--- src/hdl/sat_pkg.sv ---
// Package: types, sizes and codes shared by the sorted array table files.
`timescale 1ns / 1ps

package sat_pkg;

    // Table sizing
    localparam int CAPACITY    = 64;
    localparam int VALUE_WIDTH = 32;
    localparam int AW          = (CAPACITY > 1) ? $clog2(CAPACITY) : 1;
    localparam int CNT_W       = $clog2(CAPACITY + 1);

    // Fixed field widths of the request and response transfers
    localparam int KIND_W   = 3;
    localparam int WORD_W   = 32;
    localparam int STATUS_W = 2;
    localparam int COUNT_W  = 7;

    typedef logic [KIND_W-1:0]      kind_t;
    typedef logic [WORD_W-1:0]      word_t;
    typedef logic [STATUS_W-1:0]    status_t;
    typedef logic [COUNT_W-1:0]     count_t;
    typedef logic [VALUE_WIDTH-1:0] val_t;
    typedef logic [AW-1:0]          addr_t;
    typedef logic [CNT_W-1:0]       cnt_t;

    // Request kinds
    localparam kind_t KIND_INSERT   = 3'd0;
    localparam kind_t KIND_DELETE   = 3'd1;
    localparam kind_t KIND_CONTAINS = 3'd2;
    localparam kind_t KIND_CLEAR    = 3'd3;
    localparam kind_t KIND_RESET    = 3'd4;
    localparam kind_t KIND_NEXT     = 3'd5;

    // Response status codes
    localparam status_t STATUS_OK       = 2'd0;
    localparam status_t STATUS_FULL     = 2'd1;
    localparam status_t STATUS_NOTFOUND = 2'd2;
    localparam status_t STATUS_BOUNDS   = 2'd3;

    // Sequencer states
    typedef enum logic [3:0] {
        ST_IDLE,
        ST_INS_RD,
        ST_INS_CMP,
        ST_INS_PUT,
        ST_SRCH_RD,
        ST_SRCH_CMP,
        ST_SHF_RD,
        ST_SHF_WR,
        ST_NXT_RD,
        ST_NXT_WAIT,
        ST_FINISH
    } state_t;

endpackage

--- src/hdl/sat_if.sv ---
// Interfaces: request and response channels of the sorted array table.
`timescale 1ns / 1ps

interface sat_req_if;
    logic               valid;
    logic               ready;
    sat_pkg::kind_t     kind;
    sat_pkg::word_t     value;

    modport source (output valid, output kind, output value, input ready);
    modport sink   (input valid, input kind, input value, output ready);
endinterface

interface sat_rsp_if;
    logic               valid;
    logic               ready;
    sat_pkg::status_t   status;
    logic               found;
    sat_pkg::word_t     entry_out;
    sat_pkg::count_t    count;
    logic               is_full;

    modport source (output valid, output status, output found, output entry_out,
                    output count, output is_full, input ready);
    modport sink   (input valid, input status, input found, input entry_out,
                    input count, input is_full, output ready);
endinterface

--- src/hdl/sat_ram.sv ---
// Generic single write port, single read port RAM with registered read data.
`timescale 1ns / 1ps

module sat_ram #(
    parameter int WIDTH = 32,
    parameter int DEPTH = 64
) (
    input  logic                              clk,
    input  logic                              we,
    input  logic [$clog2(DEPTH > 1 ? DEPTH : 2)-1:0] waddr,
    input  logic [WIDTH-1:0]                  wdata,
    input  logic [$clog2(DEPTH > 1 ? DEPTH : 2)-1:0] raddr,
    output logic [WIDTH-1:0]                  rdata
);

    logic [WIDTH-1:0] mem [DEPTH];

    // Write port
    always_ff @(posedge clk)
    begin
        if (we)
        begin
            mem[waddr] <= wdata;
        end
    end

    // Registered read port
    always_ff @(posedge clk)
    begin
        rdata <= mem[raddr];
    end

endmodule

--- src/hdl/sorted_array_table.sv ---
// Top level: sorted value table with insert, delete, lookup and an in-order read cursor.
`timescale 1ns / 1ps

// Holds up to CAPACITY values in ascending order in a single-port-write RAM
// and serves one request at a time on req, answering each with exactly one
// transfer on rsp. Every step of work is one RAM read followed by one compare
// and at most one RAM write, so the time per request follows the number of
// entries touched: insert moves each larger entry up one place, delete scans
// up to the match and shifts later entries down, contains scans up to the
// match, and next reads the entry at the cursor. A finished request waits
// in the finish state until the output register is free. req.ready is high
// only while the sequencer is idle; a finished response waits in its output
// register without blocking the next request. Stored entries have no reset;
// only entries below the count are ever used.
module sorted_array_table (
    input  logic      clk,
    input  logic      rst_n,
    sat_req_if.sink   req,
    sat_rsp_if.source rsp
);

    sat_pkg::state_t  state_reg,  state_next;
    sat_pkg::cnt_t    count_reg,  count_next;
    sat_pkg::cnt_t    pos_reg,    pos_next;
    sat_pkg::cnt_t    idx_reg,    idx_next;
    logic             rsp_valid_reg, rsp_valid_next;

    sat_pkg::kind_t   op_reg,     op_next;
    sat_pkg::val_t    val_reg,    val_next;
    sat_pkg::status_t status_reg, status_next;
    logic             found_reg,  found_next;
    sat_pkg::val_t    entry_reg,  entry_next;

    sat_pkg::status_t rsp_status_reg, rsp_status_next;
    logic             rsp_found_reg,  rsp_found_next;
    sat_pkg::word_t   rsp_entry_reg,  rsp_entry_next;
    sat_pkg::count_t  rsp_count_reg,  rsp_count_next;
    logic             rsp_full_reg,   rsp_full_next;

    logic             ram_we;
    sat_pkg::addr_t   ram_waddr;
    sat_pkg::val_t    ram_wdata;
    sat_pkg::addr_t   ram_raddr;
    sat_pkg::val_t    ram_rdata;

    logic             req_fire;
    logic             slot_free;
    logic             table_full;
    logic             rd_greater;
    logic             rd_equal;
    logic             idx_at_end;
    logic             pos_at_end;

    // Entry store
    sat_ram #(
        .WIDTH (sat_pkg::VALUE_WIDTH),
        .DEPTH (sat_pkg::CAPACITY)
    ) u_entries (
        .clk   (clk),
        .we    (ram_we),
        .waddr (ram_waddr),
        .wdata (ram_wdata),
        .raddr (ram_raddr),
        .rdata (ram_rdata)
    );

    // Handshakes and shared compare unit
    assign req.ready  = (state_reg == sat_pkg::ST_IDLE);
    assign req_fire   = req.valid && (state_reg == sat_pkg::ST_IDLE);
    assign slot_free  = !rsp_valid_reg || rsp.ready;
    assign table_full = (count_reg >= sat_pkg::cnt_t'(sat_pkg::CAPACITY));
    assign rd_greater = (ram_rdata > val_reg);
    assign rd_equal   = (ram_rdata == val_reg);
    assign idx_at_end = (idx_reg >= count_reg);
    assign pos_at_end = (pos_reg >= count_reg);

    // Next state
    always_comb
    begin
        state_next = state_reg;
        unique case (state_reg)
            sat_pkg::ST_IDLE:
            begin
                if (req_fire)
                begin
                    unique case (req.kind)
                        sat_pkg::KIND_INSERT:
                        begin
                            if (table_full)
                                state_next = sat_pkg::ST_FINISH;
                            else if (count_reg == '0)
                                state_next = sat_pkg::ST_INS_PUT;
                            else
                                state_next = sat_pkg::ST_INS_RD;
                        end
                        sat_pkg::KIND_DELETE, sat_pkg::KIND_CONTAINS:
                            state_next = sat_pkg::ST_SRCH_RD;
                        sat_pkg::KIND_NEXT:
                            state_next = pos_at_end ? sat_pkg::ST_FINISH : sat_pkg::ST_NXT_RD;
                        default:
                            state_next = sat_pkg::ST_FINISH;
                    endcase
                end
            end
            sat_pkg::ST_INS_RD:
                state_next = sat_pkg::ST_INS_CMP;
            sat_pkg::ST_INS_CMP:
            begin
                if (!rd_greater)
                    state_next = sat_pkg::ST_FINISH;
                else if (idx_reg == sat_pkg::cnt_t'(1))
                    state_next = sat_pkg::ST_INS_PUT;
                else
                    state_next = sat_pkg::ST_INS_RD;
            end
            sat_pkg::ST_INS_PUT:
                state_next = sat_pkg::ST_FINISH;
            sat_pkg::ST_SRCH_RD:
                state_next = idx_at_end ? sat_pkg::ST_FINISH : sat_pkg::ST_SRCH_CMP;
            sat_pkg::ST_SRCH_CMP:
            begin
                if (!rd_equal)
                    state_next = sat_pkg::ST_SRCH_RD;
                else if (op_reg == sat_pkg::KIND_CONTAINS)
                    state_next = sat_pkg::ST_FINISH;
                else
                    state_next = sat_pkg::ST_SHF_RD;
            end
            sat_pkg::ST_SHF_RD:
                state_next = idx_at_end ? sat_pkg::ST_FINISH : sat_pkg::ST_SHF_WR;
            sat_pkg::ST_SHF_WR:
                state_next = sat_pkg::ST_SHF_RD;
            sat_pkg::ST_NXT_RD:
                state_next = sat_pkg::ST_NXT_WAIT;
            sat_pkg::ST_NXT_WAIT:
                state_next = sat_pkg::ST_FINISH;
            sat_pkg::ST_FINISH:
            begin
                if (slot_free)
                    state_next = sat_pkg::ST_IDLE;
            end
            default:
                state_next = sat_pkg::ST_IDLE;
        endcase
    end

    // Datapath, RAM control and response loading
    always_comb
    begin
        count_next      = count_reg;
        pos_next        = pos_reg;
        idx_next        = idx_reg;
        op_next         = op_reg;
        val_next        = val_reg;
        status_next     = status_reg;
        found_next      = found_reg;
        entry_next      = entry_reg;
        rsp_valid_next  = rsp_valid_reg && !rsp.ready;
        rsp_status_next = rsp_status_reg;
        rsp_found_next  = rsp_found_reg;
        rsp_entry_next  = rsp_entry_reg;
        rsp_count_next  = rsp_count_reg;
        rsp_full_next   = rsp_full_reg;
        ram_we          = 1'b0;
        ram_waddr       = idx_reg[sat_pkg::AW-1:0];
        ram_wdata       = val_reg;
        ram_raddr       = idx_reg[sat_pkg::AW-1:0];

        unique case (state_reg)
            sat_pkg::ST_IDLE:
            begin
                if (req_fire)
                begin
                    op_next     = req.kind;
                    val_next    = sat_pkg::val_t'(req.value);
                    status_next = sat_pkg::STATUS_OK;
                    found_next  = 1'b0;
                    entry_next  = '0;
                    idx_next    = '0;
                    unique case (req.kind)
                        sat_pkg::KIND_INSERT:
                        begin
                            idx_next = count_reg;
                            if (table_full)
                                status_next = sat_pkg::STATUS_FULL;
                        end
                        sat_pkg::KIND_CLEAR:
                            count_next = '0;
                        sat_pkg::KIND_RESET:
                            pos_next = '0;
                        sat_pkg::KIND_NEXT:
                        begin
                            if (pos_at_end)
                                status_next = sat_pkg::STATUS_BOUNDS;
                        end
                        default:
                        begin
                        end
                    endcase
                end
            end
            // Walk down from the top, moving larger entries up one place
            sat_pkg::ST_INS_RD:
                ram_raddr = sat_pkg::addr_t'(idx_reg - sat_pkg::cnt_t'(1));
            sat_pkg::ST_INS_CMP:
            begin
                ram_we = 1'b1;
                if (rd_greater)
                begin
                    ram_wdata = ram_rdata;
                    idx_next  = idx_reg - sat_pkg::cnt_t'(1);
                end
                else
                begin
                    count_next = count_reg + sat_pkg::cnt_t'(1);
                end
            end
            sat_pkg::ST_INS_PUT:
            begin
                ram_we     = 1'b1;
                count_next = count_reg + sat_pkg::cnt_t'(1);
            end
            // Scan up for the first equal entry
            sat_pkg::ST_SRCH_RD:
            begin
                if (idx_at_end)
                    status_next = sat_pkg::STATUS_NOTFOUND;
            end
            sat_pkg::ST_SRCH_CMP:
            begin
                if (rd_equal && op_reg == sat_pkg::KIND_CONTAINS)
                    found_next = 1'b1;
                else
                    idx_next = idx_reg + sat_pkg::cnt_t'(1);
            end
            // Close the gap by moving later entries down one place
            sat_pkg::ST_SHF_RD:
            begin
                if (idx_at_end)
                    count_next = count_reg - sat_pkg::cnt_t'(1);
            end
            sat_pkg::ST_SHF_WR:
            begin
                ram_we    = 1'b1;
                ram_waddr = sat_pkg::addr_t'(idx_reg - sat_pkg::cnt_t'(1));
                ram_wdata = ram_rdata;
                idx_next  = idx_reg + sat_pkg::cnt_t'(1);
            end
            // Cursor read
            sat_pkg::ST_NXT_RD:
                ram_raddr = pos_reg[sat_pkg::AW-1:0];
            sat_pkg::ST_NXT_WAIT:
            begin
                entry_next = ram_rdata;
                pos_next   = pos_reg + sat_pkg::cnt_t'(1);
            end
            sat_pkg::ST_FINISH:
            begin
                if (slot_free)
                begin
                    rsp_valid_next  = 1'b1;
                    rsp_status_next = status_reg;
                    rsp_found_next  = found_reg;
                    rsp_entry_next  = sat_pkg::word_t'(entry_reg);
                    rsp_count_next  = sat_pkg::count_t'(count_reg);
                    rsp_full_next   = (count_reg == sat_pkg::cnt_t'(sat_pkg::CAPACITY));
                end
            end
            default:
            begin
            end
        endcase
    end

    // Control registers
    always_ff @(posedge clk or negedge rst_n)
    begin
        if (!rst_n)
        begin
            state_reg     <= sat_pkg::ST_IDLE;
            count_reg     <= '0;
            pos_reg       <= '0;
            idx_reg       <= '0;
            rsp_valid_reg <= 1'b0;
        end
        else
        begin
            state_reg     <= state_next;
            count_reg     <= count_next;
            pos_reg       <= pos_next;
            idx_reg       <= idx_next;
            rsp_valid_reg <= rsp_valid_next;
        end
    end

    // Payload registers
    always_ff @(posedge clk)
    begin
        op_reg         <= op_next;
        val_reg        <= val_next;
        status_reg     <= status_next;
        found_reg      <= found_next;
        entry_reg      <= entry_next;
        rsp_status_reg <= rsp_status_next;
        rsp_found_reg  <= rsp_found_next;
        rsp_entry_reg  <= rsp_entry_next;
        rsp_count_reg  <= rsp_count_next;
        rsp_full_reg   <= rsp_full_next;
    end

    // Response channel
    assign rsp.valid     = rsp_valid_reg;
    assign rsp.status    = rsp_status_reg;
    assign rsp.found     = rsp_found_reg;
    assign rsp.entry_out = rsp_entry_reg;
    assign rsp.count     = rsp_count_reg;
    assign rsp.is_full   = rsp_full_reg;

endmodule
--- src/flat_wrapper.sv ---
// flat-port wrapper written by rule: the top's interface ports become plain ports
module sorted_array_table_flat 
  (clk, rst_n, req_valid, req_kind, req_value, req_ready, rsp_valid, rsp_status, rsp_found, rsp_entry_out, rsp_count, rsp_is_full, rsp_ready);
  sat_req_if req_i ();
  sat_rsp_if rsp_i ();
  input  logic clk;
  input  logic rst_n;
  input wire logic [$bits(req_i.valid)-1:0] req_valid;
  input wire logic [$bits(req_i.kind)-1:0] req_kind;
  input wire logic [$bits(req_i.value)-1:0] req_value;
  output wire logic [$bits(req_i.ready)-1:0] req_ready;
  output wire logic [$bits(rsp_i.valid)-1:0] rsp_valid;
  output wire logic [$bits(rsp_i.status)-1:0] rsp_status;
  output wire logic [$bits(rsp_i.found)-1:0] rsp_found;
  output wire logic [$bits(rsp_i.entry_out)-1:0] rsp_entry_out;
  output wire logic [$bits(rsp_i.count)-1:0] rsp_count;
  output wire logic [$bits(rsp_i.is_full)-1:0] rsp_is_full;
  input wire logic [$bits(rsp_i.ready)-1:0] rsp_ready;
  assign req_i.valid = req_valid;
  assign req_i.kind = req_kind;
  assign req_i.value = req_value;
  assign req_ready = req_i.ready;
  assign rsp_valid = rsp_i.valid;
  assign rsp_status = rsp_i.status;
  assign rsp_found = rsp_i.found;
  assign rsp_entry_out = rsp_i.entry_out;
  assign rsp_count = rsp_i.count;
  assign rsp_is_full = rsp_i.is_full;
  assign rsp_i.ready = rsp_ready;
  sorted_array_table u_core (.clk(clk), .rst_n(rst_n), .req(req_i), .rsp(rsp_i));
endmodule
--- config.mk ---
export PLATFORM = sky130hd
export DESIGN_NAME = sorted_array_table_flat
export DESIGN_NICKNAME = d
export VERILOG_FILES = /design/src/hdl/sat_pkg.sv /design/src/hdl/sat_if.sv /design/src/hdl/sat_ram.sv /design/src/hdl/sorted_array_table.sv /design/src/flat_wrapper.sv
export SDC_FILE = /design/constraint.sdc
export NUM_CORES = 2
export LEC_CHECK = 0
export BUFFER_PORTS_ARGS = -buffer_cell sky130_fd_sc_hd__buf_2
export CAP_MARGIN = 25
export CELL_PAD_IN_SITES_DETAIL_PLACEMENT = 1
export CELL_PAD_IN_SITES_GLOBAL_PLACEMENT = 1
export CORE_MARGIN = 1
export CORE_UTILIZATION = 40
export DETAILED_ROUTE_END_ITERATION = 8
export GPL_TIMING_DRIVEN = 0
export PLACE_DENSITY_LB_ADDON = 0.25
export RECOVER_POWER = 25
export SETUP_SLACK_MARGIN = 0.1
export SLEW_MARGIN = 0
export SYNTH_ARGS = -nofsm -noshare
export SYNTH_HDL_FRONTEND = slang
export SYNTH_HIERARCHICAL = 1
export SYNTH_SLANG_ARGS = --single-unit
--- constraint.sdc ---
create_clock -name clk -period 5.74 [get_ports clk]
set_input_delay 0.574 -clock clk [delete_from_list [all_inputs] [get_ports clk]]
set_output_delay 0.574 -clock clk [all_outputs]
set_load 0.005 [all_outputs]
==> results.md <==
- Summed over its instances, the top area cell type makes up 75.5% of the synthesized netlist area.
- Yosys mapped a number of flops with a built-in enable equal to 2,161.
- For hold timing, the worst endpoint is u_core/state_reg[1].
- The number of DRC violations after detailed routing is 0.
- The combined flip-flop and latch cell area is 66,200 sq um.
- Summed over all failing endpoints, the final setup total negative slack is 0 ns.
- The number of antenna violations at the first check in global routing is 19.
- The leakage power total is 31.5 nW.
- The area used by multi-input combinational logic is 19,000 sq um.
- Cells fill 47.4% of the core in the end.
- The worst hold slack is 0.188 ns.
- The number of fillers in the final layout is 19,200.
- The net count of the finished layout is 4,569.
- Counting instances, the worst hold path has a depth of 3.
- The worst path setup slack after routing is 0.0297 ns.
- Dividing the detail-routed wire length by the instance count gives 38.1 um.
- The number of storage elements in the synthesis netlist is 2,219.
- Summed over all instances, the cell type with the most area after synthesis is sky130_fd_sc_hd__edfxtp_1.
- Relative to the synthesized area, the layout overhead comes to 17.3%.
- In this run, CTS created clock tree buffers numbering 225.
- Setup repair after global routing could not meet its margin everywhere.
- The number of distinct library cell variants in the gate-level netlist after synthesis is 80.
- At the worst endpoint, the required time is 6.39 ns.
- The worst setup path is of the reg2reg kind.
- The CTS clock-pin slew for the worst setup and hold paths is 0.06 ns.
- After synthesis the cells add up to 86,000 sq um.
- The maximum number of pins on one net before global-route repair is 65.
- The pre-antenna-repair detailed-routing pass consisted of 6 iterations.
- The period utilization is 99.5%.
- Setup violations remaining at the end of the flow were counted as 0.
- Summing internal, switching and leakage power gives 60.8 mW.
- Among all cell types in the netlist, the one instantiated most often is sky130_fd_sc_hd__edfxtp_1.
- The final hold violation count is 0.
- The proportion of layout cells with a drive suffix above 1 is 26.2%.
- Summed over all nets, the half-perimeter wirelength after detailed placement is 196,000 um.
- For this run, asynchronously set or reset flops after synthesis account for 1.17%.
- The flip-flop count of the largest register after layout is 2,048.
- The flow ran to the end, but the final reports show violations.
- The power density over cell area is 603 nW/um^2.
- The commonest cells after synthesis are sky130_fd_sc_hd__edfxtp_1 (2,161), sky130_fd_sc_hd__mux4_2 (544), sky130_fd_sc_hd__nor2_1 (174).
- The via count of the first global-routing pass is 45,700.
- The endpoint kind of the worst setup timing path is a flop.
- The top register by number of flip-flops is u_core/u_entries/mem.
- The count of vias placed by the detailed router is 45,800.
- In this run the remaining antenna-violating nets after routing total 0.
- The flop-to-flop setup slack is 0.03 ns.
- The reg-to-reg critical path startpoint is u_core/state_reg[1].
- Timing would allow up to 175 MHz.
- The root buffer cell chosen for the clock tree is sky130_fd_sc_hd__clkbuf_16.
- The final critical path time including I/O delays and setup is 5.71 ns.
- The die covers 217,000 sq um.
- Synthesis handed over a netlist of 3,956 instances.
- In this run the worst hold path is classified as in2reg.
- The routed design has 285,000 um of wire.
- The final weighted congestion in routability-driven placement is 0.851.
- Counting along the longest clock path gives a buffer depth of 3.
- The die outline width is 466 um.
- The number of violations reported at the end of detailed-routing iteration 0 is 6,363.
- The worst setup timing slack at the placement stage is -0.283 ns.
- The setup skew after layout is 0.0476 ns.
- The max-slew violation count was 96.
- The overall track demand over capacity in global routing is 26.3%.
- The wire length of the first global-routing pass is 386,000 um.
- The maximum ir drop on the vdd rail is 0.512 mV.
- The clock tree from TritonCTS is built.
- Yosys printed 6 warnings.
- The worst register-to-register path has a depth of 14.
- STA classifies the critical path startpoint as a flop.
- The startpoint identified for the worst hold timing path is req_valid.
- The starting utilization of the core area is 40.4%.
- The count of buffers added on input and output ports is 83.
- The residual overflow from global routing is 0.
- Pin placement for this block handled 84 I/O pins.
- The predominant post-synthesis flop cell is sky130_fd_sc_hd__edfxtp_1.
- The later-pin clock latency in the skew report is 0.87 ns.
- The die extent in y is 466 um.
- The maximum fanout encountered on the critical timing path is 10.
- CTS built an H-tree with a depth of 4.
- The slew at the pin closest to its max-slew limit is 2.12 ns.
- The part of the Yosys area used for sequential elements is 77.0%.
- The worst slew margin relative to its limit is -41.4%.
- The data arrival time of the critical path is 6.36 ns.
- In this run the critical register-to-register path is captured at u_core/u_entries/rdata[15].
- After detailed routing, the number of vias per cell comes to 6.11.
- The number of cell rows is 169.
- The core region area is 213,000 sq um.
- Sorting the synthesized cells by area gives the leading types as sky130_fd_sc_hd__edfxtp_1 (75%), sky130_fd_sc_hd__mux4_2 (14%), sky130_fd_sc_hd__mux2i_1 (1.1%).
- The clock drives 2,219 sinks.
- When the netlist entered floorplanning its net count stood at 4,051.
- The final reports fail on capacitance limit, slew limit.
- The total of max-cap violations is 5.
- The mean post-synth cell area is 21.7 sq um.
[metrics by stage]
stage | instance area [sq um] | cells
2_1_floorplan | 86000 | 3956
3_3_place_gp | 90000 | 6860
3_5_place_dp | 93800 | 7026
4_1_cts | 101000 | 7480
5_1_grt | 101000 | 7487
6_report | 101000 | 7494
[layer usage]
| metal | global-route usage, % | part of all wire [%] |
|---|---|---|
| met1 | 35.6 | 39 |
| met3 | 5.17 | 9.5 |
| met2 | 41.4 | 47 |
| met5 | 0 | 0.011 |
| met4 | 11.7 | 5.1 |
[worst max path at each step]
stage	start	to	depth (start not counted)
after CTS	u_core/state_reg[1]	u_core/u_entries/rdata[21]	14
after global routing	u_core/val_reg[26]	u_core/u_entries/mem[6][14]	10
after detailed placement	u_core/state_reg[1]	u_core/u_entries/rdata[15]	14
after global placement	u_core/idx_reg[0]	u_core/u_entries/mem[48][27]	10
after floorplan	u_core/idx_reg[0]	u_core/u_entries/mem[49][0]	10
final	u_core/state_reg[1]	u_core/u_entries/rdata[15]	14
[area by class of cell]
type                       instances  area share, %
timing repair buffer             291           3.85
buffer                           207           1.02
clock inverter                   116           1.05
inverter                          49          0.182
sequential                      2219           65.6
antenna                            9         0.0223
tap                             2821           3.50
clock buffer                     301           5.90
multi-input combinational       1481           18.9
[kinds of logic (layout without fill, tap and decap cells)]
group	count (synthesis)	in the layout	synth area share, %
xor+xnor	14	14	0.143
compound gates	333	333	2.60
mux	677	677	15.8
simple gates	401	401	2.24
buf+inv	256	964	1.39
fa+ha+maj	56	56	0.823
flops	2219	2219	77.0
other cells	0	9	0
[worst max-delay path, cell delays in order, from the launching register on]
cell	delay, ns
sky130_fd_sc_hd__dfrtp_1	0.52
sky130_fd_sc_hd__clkbuf_1	0.43
sky130_fd_sc_hd__nor2_1	0.21
sky130_fd_sc_hd__nand2_1	0.12
sky130_fd_sc_hd__o21ai_0	0.22
sky130_fd_sc_hd__o221ai_1	0.25
sky130_fd_sc_hd__buf_2	0.45
sky130_fd_sc_hd__buf_2	0.54
sky130_fd_sc_hd__buf_2	0.47
sky130_fd_sc_hd__nand2_2	0.40
sky130_fd_sc_hd__clkbuf_1	0.48
sky130_fd_sc_hd__o22ai_1	0.71
sky130_fd_sc_hd__nor2_1	0.27
sky130_fd_sc_hd__a21oi_1	0.20
sky130_fd_sc_hd__nor2_1	0.16
[what timing repair did]
item / 4_1_cts / 5_1_grt
resized for setup: 15 / 16
endpoints found under the setup margin: 10 / 16
setup buffers: 0 / 1
hold buffers: 37 / 0
hold endpoints to repair: 62 / 0
gates cloned: 0 / 0
pin swaps: 0 / 0
[where the power goes]
group	internal, mW	switching, mW
registers	20.0	0.426
clock network	7.90	6.21
logic	9.45	16.9
[placed cells by master (no fill, tap or decap), types with 25 or more instances in the layout]
cell type,instances
sky130_fd_sc_hd__o221ai_1,29
sky130_fd_sc_hd__ha_1,55
sky130_fd_sc_hd__o21ai_0,25
sky130_fd_sc_hd__dfrtp_1,26
sky130_fd_sc_hd__clkbuf_1,217
sky130_fd_sc_hd__buf_16,35
sky130_fd_sc_hd__mux4_2,544
sky130_fd_sc_hd__nor2_1,122
sky130_fd_sc_hd__dlygate4sd3_1,37
sky130_fd_sc_hd__clkinv_2,32
sky130_fd_sc_hd__nand2_1,64
sky130_fd_sc_hd__and2_0,26
sky130_fd_sc_hd__a21oi_1,91
sky130_fd_sc_hd__clkbuf_16,226
sky130_fd_sc_hd__clkinv_1,50
sky130_fd_sc_hd__dfxtp_1,32
sky130_fd_sc_hd__buf_2,89
sky130_fd_sc_hd__inv_1,49
sky130_fd_sc_hd__buf_4,34
sky130_fd_sc_hd__o22ai_1,83
sky130_fd_sc_hd__nor2_4,52
sky130_fd_sc_hd__buf_12,79
sky130_fd_sc_hd__mux2i_1,96
sky130_fd_sc_hd__edfxtp_1,2161
Power figures use the tool's default switching activity.
